==> src/rtl/bfla_pkg.sv <==
// ----------------------------------------------------------------------------
// Bucketed free-list allocator package
// Operation and status codes and default sizes used by the top and testbench.
// ----------------------------------------------------------------------------
package bfla_pkg;

   localparam int DEF_SLOTS_PER_BUCKET = 16;
   localparam int DEF_MAX_BUCKETS      = 16;

   typedef enum logic [1:0] {
      OP_ALLOC   = 2'd0,
      OP_FREE    = 2'd1,
      OP_RELEASE = 2'd2,
      OP_NOP     = 2'd3
   } opcode_type;

   typedef enum logic [1:0] {
      ST_OK         = 2'd0,
      ST_NO_SPACE   = 2'd1,
      ST_BAD_HANDLE = 2'd2
   } status_type;

endpackage

==> src/rtl/bfla_link_ram.sv <==
// ----------------------------------------------------------------------------
// Free-list link memory
// One write port and one read port; read data is registered.
// ----------------------------------------------------------------------------
module bfla_link_ram #(
   parameter int DEPTH = 256,
   parameter int AW    = 8,
   parameter int DW    = 9
) (
   input  logic          clock,
   input  logic          wr_en,
   input  logic [AW-1:0] wr_addr,
   input  logic [DW-1:0] wr_data,
   input  logic          rd_en,
   input  logic [AW-1:0] rd_addr,
   output logic [DW-1:0] rd_data
);

   logic [DW-1:0] mem [DEPTH];
   logic [DW-1:0] rd_data_ff;

   always_ff @(posedge clock) begin
      if (wr_en) begin
         mem[wr_addr] <= wr_data;
      end
      if (rd_en) begin
         rd_data_ff <= mem[rd_addr];
      end
   end

   assign rd_data = rd_data_ff;

endmodule

==> src/rtl/bucketed_free_list_allocator_top.sv <==
// ----------------------------------------------------------------------------
// Bucketed free-list allocator
// Hands out (bucket, slot) handles from a linked free list held in memory.
// ----------------------------------------------------------------------------
// Usage: each req word carries an operation in req_tuser (allocate, free,
// release, no-op) and, for a free, the handle in req_tdata. Every request gives
// exactly one rsp word: the status in rsp_tuser and the allocated handle in
// rsp_tdata (zero unless an allocation succeeded).
// Sequence: a free, a release, a no-op or a failed allocation is answered
// straight from the idle state. An allocation from a non-empty list first
// reads the link of the list head from the registered link memory. An
// allocation from an empty list first links a fresh bucket, one link write
// a cycle. One request is in work at a time.
// Reset empties the list and returns every bucket; the link memory is not
// cleared, since a link is always written before it is read.
// When the receiver stalls, a finished word waits in the rsp register and a
// further request may still be taken; its result is then held internally,
// and req_tready stays low until the rsp register has been emptied.
// ----------------------------------------------------------------------------
module bucketed_free_list_allocator_top #(
   parameter int SLOTS_PER_BUCKET = bfla_pkg::DEF_SLOTS_PER_BUCKET,
   parameter int MAX_BUCKETS      = bfla_pkg::DEF_MAX_BUCKETS
) (
   input  logic       clock,
   input  logic       reset,
   input  logic       req_tvalid,
   output logic       req_tready,
   input  logic [7:0] req_tdata,   // [3:0] free_bucket, [7:4] free_slot
   input  logic [1:0] req_tuser,   // [1:0] opcode
   output logic       rsp_tvalid,
   input  logic       rsp_tready,
   output logic [7:0] rsp_tdata,   // [3:0] alloc_bucket, [7:4] alloc_slot
   output logic [1:0] rsp_tuser    // [1:0] status
);

   import bfla_pkg::*;

   localparam int DEPTH = MAX_BUCKETS * SLOTS_PER_BUCKET;
   localparam int IW    = $clog2(DEPTH);
   localparam int BW    = (MAX_BUCKETS > 1) ? $clog2(MAX_BUCKETS) : 1;
   localparam int SW    = $clog2(SLOTS_PER_BUCKET);
   localparam int CW    = $clog2(MAX_BUCKETS + 1);
   localparam int LW    = 1 + BW + SW;

   localparam logic [IW-1:0] SPB_IDX   = IW'(SLOTS_PER_BUCKET);
   localparam logic [SW-1:0] LAST_SLOT = SW'(SLOTS_PER_BUCKET - 1);
   localparam logic [CW-1:0] MAX_CNT   = CW'(MAX_BUCKETS);

   typedef enum logic [1:0] {
      S_IDLE,
      S_POP,
      S_FILL,
      S_RESP
   } state_type;

   function automatic logic [IW-1:0] link_idx(input logic [BW-1:0] b,
                                              input logic [SW-1:0] s);
      return IW'(b) * SPB_IDX + IW'(s);
   endfunction

   state_type     state_ff, state_in;
   logic          head_valid_ff, head_valid_in;
   logic [BW-1:0] head_bucket_ff, head_bucket_in;
   logic [SW-1:0] head_slot_ff, head_slot_in;
   logic [CW-1:0] issued_ff, issued_in;
   logic [SW-1:0] fill_ff, fill_in;
   logic [7:0]    pend_tdata_ff, pend_tdata_in;
   logic [1:0]    pend_tuser_ff, pend_tuser_in;
   logic          rsp_valid_ff, rsp_valid_in;
   logic [7:0]    rsp_tdata_ff, rsp_tdata_in;
   logic [1:0]    rsp_tuser_ff, rsp_tuser_in;

   logic          mem_we, mem_re;
   logic [IW-1:0] mem_waddr, mem_raddr;
   logic [LW-1:0] mem_wdata, mem_rdata;

   opcode_type    req_op;
   logic [3:0]    free_bucket, free_slot;
   logic          accept, rsp_free, handle_ok;
   logic [BW-1:0] new_bucket;
   logic          done;
   logic [7:0]    done_tdata;
   logic [1:0]    done_tuser;

   assign req_op      = opcode_type'(req_tuser);
   assign free_bucket = req_tdata[3:0];
   assign free_slot   = req_tdata[7:4];
   assign req_tready  = (state_ff == S_IDLE);
   assign accept      = req_tvalid && req_tready;
   assign rsp_free    = !rsp_valid_ff || rsp_tready;
   assign new_bucket  = BW'(issued_ff);
   assign handle_ok   = (16'(free_bucket) < 16'(issued_ff)) &&
                        (16'(free_slot) < 16'(SLOTS_PER_BUCKET));

   always_comb begin
      state_in       = state_ff;
      head_valid_in  = head_valid_ff;
      head_bucket_in = head_bucket_ff;
      head_slot_in   = head_slot_ff;
      issued_in      = issued_ff;
      fill_in        = fill_ff;
      pend_tdata_in  = pend_tdata_ff;
      pend_tuser_in  = pend_tuser_ff;
      rsp_valid_in   = rsp_valid_ff && !rsp_tready;
      rsp_tdata_in   = rsp_tdata_ff;
      rsp_tuser_in   = rsp_tuser_ff;
      mem_we         = 1'b0;
      mem_re         = 1'b0;
      mem_waddr      = link_idx(BW'(free_bucket), SW'(free_slot));
      mem_wdata      = {head_valid_ff, head_bucket_ff, head_slot_ff};
      mem_raddr      = link_idx(head_bucket_ff, head_slot_ff);
      done           = 1'b0;
      done_tdata     = 8'd0;
      done_tuser     = ST_OK;

      unique case (state_ff)
         S_IDLE: begin
            if (accept) begin
               unique case (req_op)
                  OP_ALLOC: begin
                     if (head_valid_ff) begin
                        mem_re   = 1'b1;
                        state_in = S_POP;
                     end else if (issued_ff < MAX_CNT) begin
                        fill_in  = '0;
                        state_in = S_FILL;
                     end else begin
                        done       = 1'b1;
                        done_tuser = ST_NO_SPACE;
                     end
                  end
                  OP_FREE: begin
                     done = 1'b1;
                     if (handle_ok) begin
                        // Push the freed handle; its link takes the old head.
                        mem_we         = 1'b1;
                        head_valid_in  = 1'b1;
                        head_bucket_in = BW'(free_bucket);
                        head_slot_in   = SW'(free_slot);
                     end else begin
                        done_tuser = ST_BAD_HANDLE;
                     end
                  end
                  OP_RELEASE: begin
                     done           = 1'b1;
                     head_valid_in  = 1'b0;
                     head_bucket_in = '0;
                     head_slot_in   = '0;
                     issued_in      = '0;
                  end
                  OP_NOP: begin
                     done = 1'b1;
                  end
                  default: begin
                     done = 1'b1;
                  end
               endcase
            end
         end
         S_POP: begin
            if (rsp_free) begin
               rsp_valid_in   = 1'b1;
               rsp_tuser_in   = ST_OK;
               rsp_tdata_in   = {4'(head_slot_ff), 4'(head_bucket_ff)};
               head_valid_in  = mem_rdata[LW-1];
               head_bucket_in = mem_rdata[LW-1] ? mem_rdata[SW +: BW] : '0;
               head_slot_in   = mem_rdata[LW-1] ? mem_rdata[SW-1:0] : '0;
               state_in       = S_IDLE;
            end
         end
         S_FILL: begin
            mem_we    = 1'b1;
            mem_waddr = link_idx(new_bucket, fill_ff);
            fill_in   = SW'(fill_ff + SW'(1));
            if (fill_ff == LAST_SLOT) begin
               // The last slot links to the old (empty) list. Slot 0 is then
               // popped at once; its link is known to be slot 1 of the bucket.
               mem_wdata      = {head_valid_ff, head_bucket_ff, head_slot_ff};
               head_valid_in  = 1'b1;
               head_bucket_in = new_bucket;
               head_slot_in   = SW'(1);
               issued_in      = CW'(issued_ff + 1'b1);
               state_in       = S_IDLE;
               done           = 1'b1;
               done_tdata     = {4'd0, 4'(new_bucket)};
            end else begin
               mem_wdata = {1'b1, new_bucket, SW'(fill_ff + SW'(1))};
            end
         end
         S_RESP: begin
            if (rsp_free) begin
               rsp_valid_in = 1'b1;
               rsp_tdata_in = pend_tdata_ff;
               rsp_tuser_in = pend_tuser_ff;
               state_in     = S_IDLE;
            end
         end
         default: begin
            state_in = S_IDLE;
         end
      endcase

      if (done) begin
         if (rsp_free) begin
            rsp_valid_in = 1'b1;
            rsp_tdata_in = done_tdata;
            rsp_tuser_in = done_tuser;
         end else begin
            pend_tdata_in = done_tdata;
            pend_tuser_in = done_tuser;
            state_in      = S_RESP;
         end
      end
   end

   always_ff @(posedge clock) begin
      if (reset) begin
         state_ff       <= S_IDLE;
         head_valid_ff  <= 1'b0;
         head_bucket_ff <= '0;
         head_slot_ff   <= '0;
         issued_ff      <= '0;
         fill_ff        <= '0;
         rsp_valid_ff   <= 1'b0;
      end else begin
         state_ff       <= state_in;
         head_valid_ff  <= head_valid_in;
         head_bucket_ff <= head_bucket_in;
         head_slot_ff   <= head_slot_in;
         issued_ff      <= issued_in;
         fill_ff        <= fill_in;
         rsp_valid_ff   <= rsp_valid_in;
      end
      pend_tdata_ff <= pend_tdata_in;
      pend_tuser_ff <= pend_tuser_in;
      rsp_tdata_ff  <= rsp_tdata_in;
      rsp_tuser_ff  <= rsp_tuser_in;
   end

   bfla_link_ram #(
      .DEPTH (DEPTH),
      .AW    (IW),
      .DW    (LW)
   ) u_link_ram (
      .clock   (clock),
      .wr_en   (mem_we),
      .wr_addr (mem_waddr),
      .wr_data (mem_wdata),
      .rd_en   (mem_re),
      .rd_addr (mem_raddr),
      .rd_data (mem_rdata)
   );

   assign rsp_tvalid = rsp_valid_ff;
   assign rsp_tdata  = rsp_tdata_ff;
   assign rsp_tuser  = rsp_tuser_ff;

endmodule

==> config.mk <==
export PLATFORM = sky130hd
export DESIGN_NAME = bucketed_free_list_allocator_top
export DESIGN_NICKNAME = d
export VERILOG_FILES = /design/src/rtl/bfla_pkg.sv /design/src/rtl/bfla_link_ram.sv /design/src/rtl/bucketed_free_list_allocator_top.sv
export SDC_FILE = /design/constraint.sdc
export NUM_CORES = 2
export LEC_CHECK = 0
export BUFFER_PORTS_ARGS = -buffer_cell sky130_fd_sc_hd__buf_2
export CORE_MARGIN = 2
export CORE_UTILIZATION = 42
export DETAILED_ROUTE_END_ITERATION = 10
export PLACE_DENSITY_LB_ADDON = 0.15
export SLEW_MARGIN = 20
export SYNTH_ARGS = -nofsm -noshare
export SYNTH_HDL_FRONTEND = slang
export SYNTH_SLANG_ARGS = --single-unit
==> constraint.sdc <==
create_clock -name clock -period 21.7 [get_ports clock]
set_input_delay 4.34 -clock clock [delete_from_list [all_inputs] [get_ports clock]]
set_output_delay 4.34 -clock clock [all_outputs]
set_load 0.01 [all_outputs]
==> results.ini <==
[status]
status=completed

[clock_network]
clk_latency_ps=890
cts.repair.resized=0
cts_sinks=2350
path_clk_slew_ps=60
clk_path_buf_depth=3
ctsRootBufferMaster=clkbuf_16
cts_buffers=223
cts_tree=yes
cts_hold_buf=0
htreeDepth=4
postCtsSetupBuffers=0

[hold_path]
hold_class=register to register
worst_hold_startpoint=rsp_tdata[7]

[timing]
worst_pin_slew_ps=1110
setup-tns-final_ps=0
fmax_mhz=136
min_period_over_period_pct=33.9
rsz0062_at_grt=false
finalCriticalPeriod_ps=7360
slew_headroom_pct=25.5
finalSetupViolations=0
finClkSkew_ps=32.5
drv_slew=0
hold_viol=0

[drt]
num_vias=45400
ant_nets=0
routed_wl_um=253000
drc=0
wl_per_cell_um=33.4
via_per_inst=5.99
dr.pass1.iters=8
drtIter0Drc=6464

[pwr]
swShare_pct=24.7
p_seq_share_pct=50.6
p_sw_mw=2.51
internal-power_mw=7.66
total_power_mw=10.2
combPwrFrac_pct=10.9
ir_drop_v=0.0000906
clockPowerShare_pct=38.5
leakage_nw=31.5
powerDensity_nw_per_um2=99.2

[synthesis]
ys_types=70
synth.avg_cell_area_sq_um=20.7
synth_edf_count=2319
syn_nets=4467
synth_cells=4444
synth_flop_cell=edfxtp_1
syn_area_sq_um=92100
async_flop_share_pct=0
yosys_warnings=0
ys_seq_area_share_pct=76.3
ys_ff_latch=2350

[global_route]
grtUsageTotal_pct=22.6
grt_overflow_total=0
grt_pass1_vias=45300
grt_max_degree=147
antenna_found_initial=16
grt_first_pass_wirelength_um=357000

[flow_run]
drv_cap=0

[floorplanning]
num_rows=171
coreArea_sq_um=218000
die_w_um=472
die_h_um=472
die_area_sq_um=223000
start_util_pct=42.3
io_pins=26

[setup_path]
setup.worst_path.start_class=input port
arrival_ps=7860
crit_type=input port to register
r2r_slack_ps=15540
rr_startpoint=head_slot_ff[0]
required_ps=22200
startpoint=req_tdata[1]
crit_fanout=33
endpoint_kind=register

[final_layout]
drive_gt1_share_pct=22.0
n_fill_cell=17800
stdcell_count=7579
utilization_pct=47.1
nNetsFinal=4542
area_growth_syn_to_layout_pct=11.2

[placed_design]
place_hpwl_um=150000
port_buffers=25
routabilityCongestion=0.823
placedCellCount=7148

## synth_stat cells (5+ instances only)
master,instances,area share [%]
a211oi_1,77,0.63
a211oi_2,7,0.095
a21o_1,5,0.041
a21oi_1,72,0.39
a221oi_1,31,0.29
a221oi_2,5,0.081
a22o_1,36,0.34
a22oi_1,54,0.44
a31oi_1,15,0.10
and2_1,15,0.10
buf_1,24,0.098
buf_12,21,0.46
buf_2,54,0.29
buf_4,26,0.21
buf_6,25,0.31
buf_8,11,0.18
clkbuf_1,96,0.39
dfxtp_1,31,0.67
edfxtp_1,2319,76
ha_1,9,0.12
inv_1,16,0.065
mux2_2,16,0.20
mux2i_1,218,2.4
mux4_2,514,13
nand2_1,148,0.60
nand2b_1,10,0.068
nand3_1,24,0.13
nand4_1,10,0.068
nor2_1,331,1.3
nor2b_1,15,0.10
nor3_1,23,0.12
nor3b_1,6,0.049
o21ai_0,27,0.15
o221ai_1,39,0.37
o22ai_1,43,0.29
o41ai_1,7,0.067
xnor2_1,5,0.048
## kinds of logic (layout without fill, tap and decap cells)
logic type                 Yosys count  count (layout)  synth area share (%)
AOI/OAI and AO/OA                  453             453                  3.66
xor gates and xnor gates             6               6                0.0570
adders and majority gates            9               9                 0.122
buffers and inverters              278             552                  2.02
DFF                               2350            2350                  76.3
muxes                              749             749                  15.1
other                                0               7                     0
and+or+nand+nor                    599             599                  2.73
## sequential cells by signal, summed over array words and instances (netlist names)
signal	flops
rsp_tuser	2
fill_ff	4
rsp_tdata	8
state_ff	2
head_slot_ff	4
head_bucket_ff	4
u_link_ram.mem	2304
rsp_tvalid	1
head_valid_ff	1
pend_tuser_ff	2
issued_ff	5
pend_tdata_ff	4
u_link_ram.rd_data	9
## worst paths after layout
check / endpoint / depth (start not counted)
worst min-delay path: rsp_tdata[7] / 1
worst min register to register: rsp_tdata[7] / 1
worst max register to register: u_link_ram.rd_data[6] / 8
worst max-delay path: u_link_ram.mem[49][6] / 9
## layout by cell type (no fill, tap or decap), types with 15 or more instances in the layout
cell type / instances
edfxtp_1: 2319
mux4_2: 514
nor2_1: 325
clkbuf_16: 224
mux2i_1: 218
nand2_1: 147
a211oi_1: 77
a21oi_1: 72
buf_4: 70
a22oi_1: 54
clkinv_2: 50
clkinv_1: 46
o22ai_1: 42
clkbuf_1: 42
o221ai_1: 39
a22o_1: 36
a221oi_1: 31
dfxtp_1: 25
buf_2: 25
nand3_1: 24
nor3_1: 23
bufinv_16: 22
o21ai_0: 20
clkinvlp_4: 17
inv_1: 16
and2_1: 15
mux2_2: 15
## layer usage
metal	global-route usage, %	routed length, um	share of wire, %
met5	0	11	0.0043
met3	4.13	19100	7.5
met1	33.5	111000	44
met2	34.5	117000	46
met4	6.27	6150	2.4
## layout make-up
type | instances | area (sq um) | area share (%)
multi-input combinational | 1816 | 20200 | 19.8
antenna | 7 | 17.5 | 0.0171
sequential | 2350 | 70300 | 68.6
inverter | 20 | 77.6 | 0.0757
clock inverter | 152 | 1510 | 1.48
tap | 2854 | 3570 | 3.49
timing repair buffer | 108 | 911 | 0.889
clock buffer | 272 | 5850 | 5.71
## power groups by stage
stage | Sequential [mW] | Clock [mW] | Combinational, mW
after floorplan | 5.34 | 0 | 0.675
after global placement | 5.24 | 0 | 1.12
after detailed placement | 5.24 | 0 | 1.12
after CTS | 5.14 | 3.97 | 1.12
after global routing | 5.14 | 4.14 | 1.16
final | 5.15 | 3.92 | 1.10
## per-stage QoR
stage / setup slack, ps / instance area (sq um) / hold slack, ps
2_1_floorplan: 8390 / 92100 / 483
3_3_place_gp: 13630 / 95100 / 459
3_5_place_dp: 13600 / 95100 / 455
4_1_cts: 14520 / 102000 / 474
5_1_grt: 14310 / 102000 / 488
6_report: 14340 / 102000 / 466
## critical path: stages
cell	delay, ps
buf_2	160
ha_1	310
a21o_1	160
a21o_1	190
a21oi_1	430
o21ai_2	210
o22a_4	590
buf_4	550
nor2_1	820
No activity file was read; power rests on OpenSTA's default activity.
